### src/rtl/core/ssp_pkg.sv
// ----------------------------------------------------------------------------
// ssp_pkg
// Shared types and constants for the subarray-sum pair counter.
// ----------------------------------------------------------------------------
package ssp_pkg;

  localparam int MAX_LEN_A_DEF = 32;
  localparam int MAX_LEN_B_DEF = 32;
  localparam int ELEM_W        = 24;
  localparam int SUM_W         = 30;
  localparam int TGT_W         = 32;
  localparam int CNT_OUT_W     = 19;
  localparam logic [CNT_OUT_W-1:0] COUNT_MAX = '1;

  localparam logic REQ_A = 1'b0;
  localparam logic REQ_B = 1'b1;

  typedef enum logic [4:0] {
    ST_LOAD_A,
    ST_LOAD_B,
    ST_START,
    ST_BLD_RD,
    ST_BLD_WR,
    ST_SRT_TOP,
    ST_SRT_RDX,
    ST_SRT_X,
    ST_SRT_CHK,
    ST_SRT_CMP,
    ST_SCN_RD,
    ST_SCN_CMP,
    ST_RUNA,
    ST_RUNA_C,
    ST_RUNB,
    ST_RUNB_C,
    ST_MUL,
    ST_ADD,
    ST_DONE
  } ssp_state_t;

  typedef enum logic [1:0] {
    ACC_HOLD,
    ACC_ADD,
    ACC_CLR
  } ssp_acc_op_t;

  typedef enum logic [1:0] {
    WSRC_ACC,
    WSRC_X,
    WSRC_RD
  } ssp_wsrc_t;

  typedef struct packed {
    logic        elem_we_a;
    logic        elem_we_b;
    ssp_acc_op_t acc_op;
    logic        sum_we;
    logic        sum_sel;
    ssp_wsrc_t   wsrc;
    logic        x_ld;
    logic        run_ld;
    logic        ra_inc;
    logic        rb_inc;
    logic        mul_ld;
    logic        total_add;
    logic        total_clr;
  } ssp_cmd_t;

  typedef struct packed {
    logic sort_gt;
    logic scan_eq;
    logic scan_lt;
    logic run_a_eq;
    logic run_b_eq;
  } ssp_sts_t;

endpackage

### src/rtl/core/ssp_ctrl.sv
// ----------------------------------------------------------------------------
// ssp_ctrl
// Sequencer: load, build sums, insertion sort, two-pointer scan, result.
// ----------------------------------------------------------------------------
module ssp_ctrl #(
  parameter int MAX_LEN_A = ssp_pkg::MAX_LEN_A_DEF,
  parameter int MAX_LEN_B = ssp_pkg::MAX_LEN_B_DEF,
  parameter int LEN_W     = 6,
  parameter int CNT_W     = 10
) (
  input  logic              clk,
  input  logic              rst_n,
  input  logic              in_valid,
  input  logic              in_req_type,
  input  logic              in_last_element,
  output logic              in_ready,
  input  logic              out_ready,
  output logic              out_valid,
  output ssp_pkg::ssp_cmd_t cmd,
  input  ssp_pkg::ssp_sts_t sts,
  output logic [LEN_W-1:0]  elem_waddr,
  output logic [LEN_W-1:0]  elem_raddr,
  output logic [CNT_W-1:0]  sum_waddr,
  output logic [CNT_W-1:0]  sum_raddr_a,
  output logic [CNT_W-1:0]  sum_raddr_b
);
  import ssp_pkg::*;

  localparam int SDEP_A = MAX_LEN_A * (MAX_LEN_A + 1) / 2;
  localparam int SDEP_B = MAX_LEN_B * (MAX_LEN_B + 1) / 2;

  ssp_state_t       state_r, state_nxt;
  logic [LEN_W-1:0] len_a_r, len_a_nxt, len_b_r, len_b_nxt;
  logic [LEN_W-1:0] bi_r, bi_nxt, bj_r, bj_nxt;
  logic [CNT_W-1:0] k_r, k_nxt, si_r, si_nxt, sj_r, sj_nxt;
  logic [CNT_W-1:0] lo_r, lo_nxt, hi_r, hi_nxt, na_r, na_nxt, nb_r, nb_nxt;
  logic             sel_r, sel_nxt, out_valid_r, out_valid_nxt;

  logic             acc;
  logic [LEN_W-1:0] n_len;
  logic [CNT_W-1:0] n_sum;
  logic             row_end, list_end;

  assign acc      = in_valid && in_ready;
  assign n_len    = sel_r ? len_b_r : len_a_r;
  assign n_sum    = sel_r ? nb_r : na_r;
  assign row_end  = (bj_r + 1'b1) == n_len;
  assign list_end = (bi_r + 1'b1) == n_len;
  assign in_ready  = (state_r == ST_LOAD_A) || (state_r == ST_LOAD_B);
  assign out_valid = out_valid_r;

  always_comb begin
    state_nxt = state_r;
    case (state_r)
      ST_LOAD_A:  if (acc && in_req_type == REQ_A && in_last_element) begin
                    state_nxt = ST_LOAD_B;
                  end
      ST_LOAD_B:  if (acc && in_req_type == REQ_B && in_last_element) begin
                    state_nxt = ST_START;
                  end
      ST_START:   if (!out_valid_r) begin
                    state_nxt = ST_BLD_RD;
                  end
      ST_BLD_RD:  state_nxt = ST_BLD_WR;
      ST_BLD_WR:  if (row_end && list_end && sel_r) begin
                    state_nxt = ST_SRT_TOP;
                  end else begin
                    state_nxt = ST_BLD_RD;
                  end
      ST_SRT_TOP: if (si_r >= n_sum) begin
                    if (sel_r) begin
                      state_nxt = ST_SCN_RD;
                    end
                  end else begin
                    state_nxt = ST_SRT_RDX;
                  end
      ST_SRT_RDX: state_nxt = ST_SRT_X;
      ST_SRT_X:   state_nxt = ST_SRT_CHK;
      ST_SRT_CHK: if (sj_r == '0) begin
                    state_nxt = ST_SRT_TOP;
                  end else begin
                    state_nxt = ST_SRT_CMP;
                  end
      ST_SRT_CMP: if (sts.sort_gt) begin
                    state_nxt = ST_SRT_CHK;
                  end else begin
                    state_nxt = ST_SRT_TOP;
                  end
      ST_SCN_RD:  if (lo_r >= na_r || hi_r == '0) begin
                    state_nxt = ST_DONE;
                  end else begin
                    state_nxt = ST_SCN_CMP;
                  end
      ST_SCN_CMP: if (sts.scan_eq) begin
                    state_nxt = ST_RUNA;
                  end else begin
                    state_nxt = ST_SCN_RD;
                  end
      ST_RUNA:    if ((lo_r + 1'b1) < na_r) begin
                    state_nxt = ST_RUNA_C;
                  end else begin
                    state_nxt = ST_RUNB;
                  end
      ST_RUNA_C:  if (sts.run_a_eq) begin
                    state_nxt = ST_RUNA;
                  end else begin
                    state_nxt = ST_RUNB;
                  end
      ST_RUNB:    if (hi_r > CNT_W'(1)) begin
                    state_nxt = ST_RUNB_C;
                  end else begin
                    state_nxt = ST_MUL;
                  end
      ST_RUNB_C:  if (sts.run_b_eq) begin
                    state_nxt = ST_RUNB;
                  end else begin
                    state_nxt = ST_MUL;
                  end
      ST_MUL:     state_nxt = ST_ADD;
      ST_ADD:     state_nxt = ST_SCN_RD;
      ST_DONE:    state_nxt = ST_LOAD_A;
      default:    state_nxt = ST_LOAD_A;
    endcase
  end

  always_comb begin
    cmd           = '0;
    cmd.acc_op    = ACC_HOLD;
    cmd.wsrc      = WSRC_ACC;
    cmd.sum_sel   = sel_r;
    elem_waddr    = '0;
    elem_raddr    = bj_r;
    sum_waddr     = '0;
    sum_raddr_a   = '0;
    sum_raddr_b   = '0;
    len_a_nxt     = len_a_r;
    len_b_nxt     = len_b_r;
    bi_nxt        = bi_r;
    bj_nxt        = bj_r;
    k_nxt         = k_r;
    si_nxt        = si_r;
    sj_nxt        = sj_r;
    lo_nxt        = lo_r;
    hi_nxt        = hi_r;
    na_nxt        = na_r;
    nb_nxt        = nb_r;
    sel_nxt       = sel_r;
    out_valid_nxt = out_valid_r && !out_ready;
    case (state_r)
      ST_LOAD_A: begin
        elem_waddr = len_a_r;
        if (acc && in_req_type == REQ_A && len_a_r < LEN_W'(MAX_LEN_A)) begin
          cmd.elem_we_a = 1'b1;
          len_a_nxt     = len_a_r + 1'b1;
        end
      end
      ST_LOAD_B: begin
        elem_waddr = len_b_r;
        if (acc && in_req_type == REQ_B && len_b_r < LEN_W'(MAX_LEN_B)) begin
          cmd.elem_we_b = 1'b1;
          len_b_nxt     = len_b_r + 1'b1;
        end
      end
      ST_START: begin
        if (!out_valid_r) begin
          cmd.total_clr = 1'b1;
          cmd.acc_op    = ACC_CLR;
          sel_nxt       = 1'b0;
          k_nxt         = '0;
          bi_nxt        = '0;
          bj_nxt        = '0;
        end
      end
      ST_BLD_WR: begin
        cmd.sum_we = 1'b1;
        sum_waddr  = k_r;
        k_nxt      = k_r + 1'b1;
        if (row_end) begin
          cmd.acc_op = ACC_CLR;
          if (list_end) begin
            bi_nxt = '0;
            bj_nxt = '0;
            if (!sel_r) begin
              na_nxt  = k_r + 1'b1;
              sel_nxt = 1'b1;
              k_nxt   = '0;
            end else begin
              nb_nxt  = k_r + 1'b1;
              sel_nxt = 1'b0;
              si_nxt  = CNT_W'(1);
            end
          end else begin
            bi_nxt = bi_r + 1'b1;
            bj_nxt = bi_r + 1'b1;
          end
        end else begin
          cmd.acc_op = ACC_ADD;
          bj_nxt     = bj_r + 1'b1;
        end
      end
      ST_SRT_TOP: begin
        if (si_r >= n_sum) begin
          if (!sel_r) begin
            sel_nxt = 1'b1;
            si_nxt  = CNT_W'(1);
          end else begin
            sel_nxt = 1'b0;
            lo_nxt  = '0;
            hi_nxt  = nb_r;
          end
        end
      end
      ST_SRT_RDX: begin
        sum_raddr_a = si_r;
        sum_raddr_b = si_r;
      end
      ST_SRT_X: begin
        cmd.x_ld = 1'b1;
        sj_nxt   = si_r;
      end
      ST_SRT_CHK: begin
        sum_raddr_a = sj_r - 1'b1;
        sum_raddr_b = sj_r - 1'b1;
        if (sj_r == '0) begin
          cmd.sum_we = 1'b1;
          cmd.wsrc   = WSRC_X;
          sum_waddr  = sj_r;
          si_nxt     = si_r + 1'b1;
        end
      end
      ST_SRT_CMP: begin
        cmd.sum_we = 1'b1;
        sum_waddr  = sj_r;
        if (sts.sort_gt) begin
          cmd.wsrc = WSRC_RD;
          sj_nxt   = sj_r - 1'b1;
        end else begin
          cmd.wsrc = WSRC_X;
          si_nxt   = si_r + 1'b1;
        end
      end
      ST_SCN_RD: begin
        sum_raddr_a = lo_r;
        sum_raddr_b = hi_r - 1'b1;
      end
      ST_SCN_CMP: begin
        if (sts.scan_eq) begin
          cmd.run_ld = 1'b1;
        end else if (sts.scan_lt) begin
          lo_nxt = lo_r + 1'b1;
        end else begin
          hi_nxt = hi_r - 1'b1;
        end
      end
      ST_RUNA: begin
        sum_raddr_a = lo_r + 1'b1;
      end
      ST_RUNA_C: begin
        if (sts.run_a_eq) begin
          cmd.ra_inc = 1'b1;
          lo_nxt     = lo_r + 1'b1;
        end
      end
      ST_RUNB: begin
        sum_raddr_b = hi_r - CNT_W'(2);
      end
      ST_RUNB_C: begin
        if (sts.run_b_eq) begin
          cmd.rb_inc = 1'b1;
          hi_nxt     = hi_r - 1'b1;
        end
      end
      ST_MUL: begin
        cmd.mul_ld = 1'b1;
      end
      ST_ADD: begin
        cmd.total_add = 1'b1;
        lo_nxt        = lo_r + 1'b1;
      end
      ST_DONE: begin
        out_valid_nxt = 1'b1;
        len_a_nxt     = '0;
        len_b_nxt     = '0;
      end
      default: begin
      end
    endcase
  end

  always_ff @(posedge clk) begin
    if (!rst_n) begin
      state_r     <= ST_LOAD_A;
      len_a_r     <= '0;
      len_b_r     <= '0;
      sel_r       <= 1'b0;
      out_valid_r <= 1'b0;
    end else begin
      state_r     <= state_nxt;
      len_a_r     <= len_a_nxt;
      len_b_r     <= len_b_nxt;
      sel_r       <= sel_nxt;
      out_valid_r <= out_valid_nxt;
    end
  end

  always_ff @(posedge clk) begin
    bi_r <= bi_nxt;
    bj_r <= bj_nxt;
    k_r  <= k_nxt;
    si_r <= si_nxt;
    sj_r <= sj_nxt;
    lo_r <= lo_nxt;
    hi_r <= hi_nxt;
    na_r <= na_nxt;
    nb_r <= nb_nxt;
  end

`ifndef NO_ASSERTIONS
  a_len_a_bound: assert property (@(posedge clk) disable iff (!rst_n)
    len_a_r <= LEN_W'(MAX_LEN_A))
    else $error("len_a overflow");
  a_len_b_bound: assert property (@(posedge clk) disable iff (!rst_n)
    len_b_r <= LEN_W'(MAX_LEN_B))
    else $error("len_b overflow");
  a_start_wait: assert property (@(posedge clk) disable iff (!rst_n)
    (state_r == ST_START && out_valid_r) |=> state_r == ST_START)
    else $error("compute started with result pending");
  a_scan_range: assert property (@(posedge clk) disable iff (!rst_n)
    state_r == ST_SCN_CMP |-> (lo_r < na_r && hi_r != '0 && hi_r <= nb_r))
    else $error("scan pointers out of range");
  a_sum_waddr: assert property (@(posedge clk) disable iff (!rst_n)
    cmd.sum_we |-> (sel_r ? (sum_waddr < CNT_W'(SDEP_B)) : (sum_waddr < CNT_W'(SDEP_A))))
    else $error("sum write beyond list");
`endif

endmodule
### config.mk
export PLATFORM = sky130hd
export DESIGN_NAME = ssp_ctrl
export DESIGN_NICKNAME = d
export VERILOG_FILES = /design/src/rtl/core/ssp_pkg.sv /design/src/rtl/core/ssp_ctrl.sv
export SDC_FILE = /design/constraint.sdc
export NUM_CORES = 1
export LEC_CHECK = 0
export BUFFER_PORTS_ARGS = -buffer_cell sky130_fd_sc_hd__clkbuf_2
export CAP_MARGIN = 40
export CORE_AREA = 2 2 156 158
export DETAILED_ROUTE_END_ITERATION = 16
export DIE_AREA = 0 0 158 160
export GPL_TIMING_DRIVEN = 0
export PLACE_DENSITY = 0.53
export SETUP_SLACK_MARGIN = 0.4
export SLEW_MARGIN = 20
export SYNTH_ARGS = -nofsm -noshare
export SYNTH_HDL_FRONTEND = slang
export SYNTH_SLANG_ARGS = --single-unit
export TNS_END_PERCENT = 30
### constraint.sdc
create_clock -name clk -period 8.7 [get_ports clk]
set_clock_uncertainty 0.1 [all_clocks]
set_input_delay 1.305 -clock clk [delete_from_list [all_inputs] [get_ports clk]]
set_output_delay 1.305 -clock clk [all_outputs]
set_load 0.005 [all_outputs]
* Word level (Yosys, flattened, before mapping)
Index checks and enable logic that the tools add are counted.
** Word-level totals
- Output and inout bits :: 59
- ROM bits :: 0
- Memory bits (writable) :: 0
- Memories :: 0
- Latch bits :: 0
- Input port bits :: 11
- Bits in registers :: 101
- Logic and storage cells :: 198
** Operators by class
- Reductions and logical operators :: 37
- Multiply operators :: 0
- Eq/ne operators :: 40
- Order comparisons :: 6
- Divide/modulo/power cells :: 0
- Bitwise gates (word level) :: 2
- Shift-type cells :: 0
- Mux-type cells :: 89
- $add $sub $neg :: 10
** Operators with widths (count)
- $mux 10 :: 24
- $pmux 10 s4 :: 4
- $pmux 5 s18 :: 1
- $pmux 10 s3 :: 2
- $pmux 6 s2 :: 5
- $mux 6 :: 7
- $eq 5x4->1 const B :: 8
- $mux 5 :: 8
- $pmux 10 s2 :: 2
- $add 10x1->10 const B :: 3
- $ne 2x2->1 const B :: 15
- $add 6x1->6 const B :: 4
- $mux 1 :: 23
- $eq 5x3->1 const B :: 4
- $ge 10x10->1 :: 2
- $logic_not 10->1 :: 2
- $sub 10x1->10 const B :: 2
- $eq 5x5->1 const B :: 3
- $eq 6x6->1 :: 2
- $lt 6x6->1 const B :: 2
- $reduce_and 4->1 :: 3
- $reduce_and 6->1 :: 2
- $eq 5x2->1 const B :: 2
- $gt 10x1->1 const B :: 1
- 24 further kinds :: 53

* Depth between registers and ports, before layout
- Word-level depth :: 7
- Gate-level depth with buffers :: 12
- Mapped depth without buffers :: 12

* Worst setup path after synthesis
Ideal clock, no wire load.
- Path kind :: register to register
- Start point :: register sel_r
- End point :: register lo_r[0], enable pin
- Path buffers :: 3
- Slack :: 4.912 ns
- Cell stages (with the launch flop) :: 13
- Library setup time :: 0.395 ns
- Arrival time :: 3.293 ns
- Period minus slack after synthesis :: 3.788 ns
- Data required time :: 8.205 ns
- Cell sequence :: dfxtp_1 > buf_4 > buf_2 > buf_1 > mux2i_1 > ha_1 > o21ai_1 > o21ai_0 > o21ai_1 > nor3_1 > o21a_1 > nand2_1 > a221oi_1
** On the way
- Cells in the longest elaborated chain, start to end :: 4
- Elaborated cells on any way between the ends :: 5
- Those cells by class :: 1 x order compare; 2 x eq/ne; 1 x mux; 1 x reduce/logical
** RTL lines
- start: declaration :: line ssp_ctrl.sv:37 : logic sel_r, sel_nxt, out_valid_r, out_valid_nxt;
- start signal: assignment :: line ssp_ctrl.sv:301 : sel_r <= sel_nxt;
- $mux 10 :: line ssp_ctrl.sv:46 : assign n_sum = sel_r ? nb_r : na_r;
- $ge 10x10->1 :: line ssp_ctrl.sv:202 : if (si_r >= n_sum) begin
- $ne 2x2->1 (no line)
- $reduce_and 6->1 (no line) *
- end signal: assignment :: line ssp_ctrl.sv:312 : lo_r <= lo_nxt;
- end: declaration :: line ssp_ctrl.sv:36 : logic [CNT_W-1:0] lo_r, lo_nxt, hi_r, hi_nxt, na_r, na_nxt, nb_r, nb_nxt;
Mark *: on every way between the ends. The rest lies on a longest branch, timed or not.
A chain may end at the register's enable or synchronous reset.

* Worst setup path in the final report
- Start point :: register state_r[4]
- End point :: output port sum_raddr_b[5]
** On the way
- Cells in the longest elaborated chain, start to end :: 2
- Elaborated cells on any way between the ends :: 5
- Those cells by class :: 4 x eq/ne; 1 x mux
** RTL lines
- start: declaration :: line ssp_ctrl.sv:32 : ssp_state_t state_r, state_nxt;
- start signal: assignment :: line ssp_ctrl.sv:298 : state_r <= state_nxt;
- $eq 5x4->1 / $eq 5x3->1 (equally long branches) :: line ssp_ctrl.sv:149 : case (state_r)
- $pmux 10 s4 * :: line ssp_ctrl.sv:149
- end: declaration :: line ssp_ctrl.sv:25 : output logic [CNT_W-1:0] sum_raddr_b
Marks and branches as above.

==> run summary <==
Port buffer count: 69
Ys Warns: 0
Sequential area share after synthesis: 40.54%
RSZ-0062 raised after global routing: false
Measured slew at the worst slew-check pin: 965.4 ps
Total chip power: 0.0009811 W
Pre-antenna DRT Iters: 5
Compound-gate portion of the synthesized area: 14.17%
Setup-failing EPs final: 0
Avg Inst Size Synth: 9.289 um^2
DPL Wire Length: 16380 um
Share of cells above drive strength 1: 13.36%
Wire length per cell: 17.66 um
Pwr Density: 120.8 nW/um^2
Setup repair bufs after CTS: 0
Max Slew Vio Count: 0
Total GRT Usage: 16.53%
Peak VDD IR: 0.00009032 V
Die width: 158 um
WHS: 434.7 ps
Initial antenna violation count: 0
Worst EP arrival: 2780 ps
Total Die Area: 25280 um^2
CP peak stage delay: 480 ps
Max Used Layer: met4
CP delay by family, top: buffers and inverters
Largest net degree at the start of global routing: 21
Worst setup margin: 4518 ps
Most frequent cells in the layout: 85 x nor2_1, 82 x edfxtp_1, 75 x nand2_1
Run status: completed
# IOs: 70
Crit end category: primary output
ANT nets after route: 0
Final nets: 894
Area grow syn2layout: 15.84%
Period minus WS final: 4182 ps
Commonest non-fill, non-tap cell in the layout: nor2_1
Die H: 160 um
Hold buffer count at CTS: 0
Clock buffer depth: 2
Final Util: 34.11%
Reg clk slew, reported paths: 70 ps
Total congestion overflow: 0
Sum Neg Setup Slack: 0 ps
Violation count after the first detailed-route iteration: 452
CP Class: reg -> out
Vias in the first global route: 5645
Min-delay worst type: reg -> reg
Mux contribution to synthesized area: 3.889%
Adder-Cell Fraction of Synth Area: 7.493%
Post-Synthesis Cells: 755
Synth top area cells: edfxtp_1 35%, ha_1 7.5%, dfxtp_1 5.4%
Drc violations: 0
Met2 routed WL: 9272 um
Ys flop type: edfxtp_1
Vias after detailed routing: 5929
Synth cell types: 66
CTS H-tree lvls: 3
GP Congestion: 0.9095
Cell mode on critical path: clkbuf_1
Wl on met1: 9827 um
Final period util: 48.07%
Root buffer cell: clkbuf_16
CP max-delay cell: clkbuf_1
# rows: 57
Final wirelength: 20670 um
Via density: 5.068
Worst skew pair latency: 370 ps
WP buf/inv: 4
Yosys reg bits: 101
CP Cell Sequence: clkbuf_1 > or3b_1 > clkbuf_1 > nor2_1 > clkbuf_1 > nor2_1 > a31oi_1 > o21ai_1 > nand2_1 > clkbuf_2
Fin. Hold Viols: 0
First-pass GRT wire length: 31730 um
Post-synth ARST share: 0%
Met3 WL: 1120 um
Slew Limit Headroom: 35.64%
Largest family of logic cells by synthesized area: simple AND/OR/NAND/NOR gates
CP startpoint kind: flip-flop
Syn Std Cell Area: 7013 um^2
Synth top area share: 35.11%
EDFF count, synth: 82
Initial core utilization: 29.44%
Pre-CTS setup slack: 4483 ps
Post-synth top area cell: edfxtp_1
Syn Nets: 808
Clock sink total: 101
CORE AREA: 23820 um^2
# diodes: 0
CP required: 7300 ps
Max Cap Viol: 0
Num CTS Buffers: 9
Simple-gate share of the synthesized area: 21.20%
CTS resizes: 0
Synth Area in XOR/XNOR: 9.206%
Peak Freq: 0.2391 GHz
Leakage: 3.126 nW
CP Max Fanout: 10
CTS tree: built
cell type report:
class / count / area [um^2]
Tap cell: 324 / 405.4
Inverter: 34 / 127.6
Fill cell: 2507 / 15700
Multi-Input combinational cell: 592 / 3943
Timing Repair Buffer: 75 / 389.1
Clock buffer: 9 / 225.2
Sequential cell: 101 / 2843
Clock inverter: 7 / 72.57
Buffer: 28 / 118.9
worst paths after layout:
check                           depth (start not counted)                       to               startpoint  slack, ps
worst max-delay path                                   10           sum_raddr_b[5]  state_r[4]$_SDFFE_PN0P_       4520
worst min-delay path                                    2  len_a_r[5]$_SDFFE_PN0P_  len_a_r[5]$_SDFFE_PN0P_        430
worst max register to register                         14    lo_r[5]$_SDFFCE_PN0P_       sel_r$_SDFFE_PN0P_       4800
worst min register to register                          2  len_a_r[5]$_SDFFE_PN0P_  len_a_r[5]$_SDFFE_PN0P_        430
through the flow:
| stage | instances | instance area (um^2) |
|---|---|---|
| 3_3_place_gp | 1148 | 7764 |
| 3_5_place_dp | 1153 | 7815 |
| 2_1_floorplan | 755 | 7013 |
| 5_1_grt | 1170 | 8124 |
| 6_report | 1170 | 8124 |
| 4_1_cts | 1169 | 8113 |
power breakdown:
group	total, W	internal (W)	switching, W
clock network	0.000418	0.000204	0.000213
registers	0.000522	0.000518	0.00000337
logic	0.0000415	0.0000159	0.0000256
total	0.000981	0.000739	0.000242
worst register-to-register path, stage by stage, from the launching register on:
cell and delay, ps:
dfxtp_1 330, buf_4 170, buf_2 270, buf_1 240, buf_6 200, mux2i_1 260
ha_1 210, nor3_1 60, o21ai_0 170, o21ai_1 90, nor3_1 430, o21a_1 250
nand2_1 160, a221oi_2 420, buf_4 260
state kept, by name (all words and copies together), names as in the netlist:
signal	cells
len_b_r	6
na_r	10
sel_r	1
lo_r	10
sj_r	10
state_r	5
hi_r	10
nb_r	10
k_r	10
elem_raddr	6
si_r	10
out_valid	1
len_a_r	6
bi_r	6
metal layers:
layer / GRT usage [%] / vias to the layer above
met3: 2.361 / 21
met1: 23.25 / 2822
li1: - / 2922
met2: 25.77 / 164
met4: 5.979 / 0
met5: 0 / -
cells in the mapped netlist, types with 22 or more instances:
cell type and n:
nor3_1 23, nand2_1 75, xor2_1 28, nor2_1 85
edfxtp_1 82, nor2b_1 22, mux2i_1 25, nand3_1 38
inv_1 31, xnor2_1 35, ha_1 42, o21ai_0 34
a21oi_1 27
cells by family after synthesis:
group	count (synthesis)
AO/OA/AOI/OAI	152
buffers and inverters	62
XOR/XNOR	67
adder cells (fa/ha/maj)	42
AND/OR/NAND/NOR	304
flip-flops	101
multiplexers	27
(Power assumes the default switching activity.)
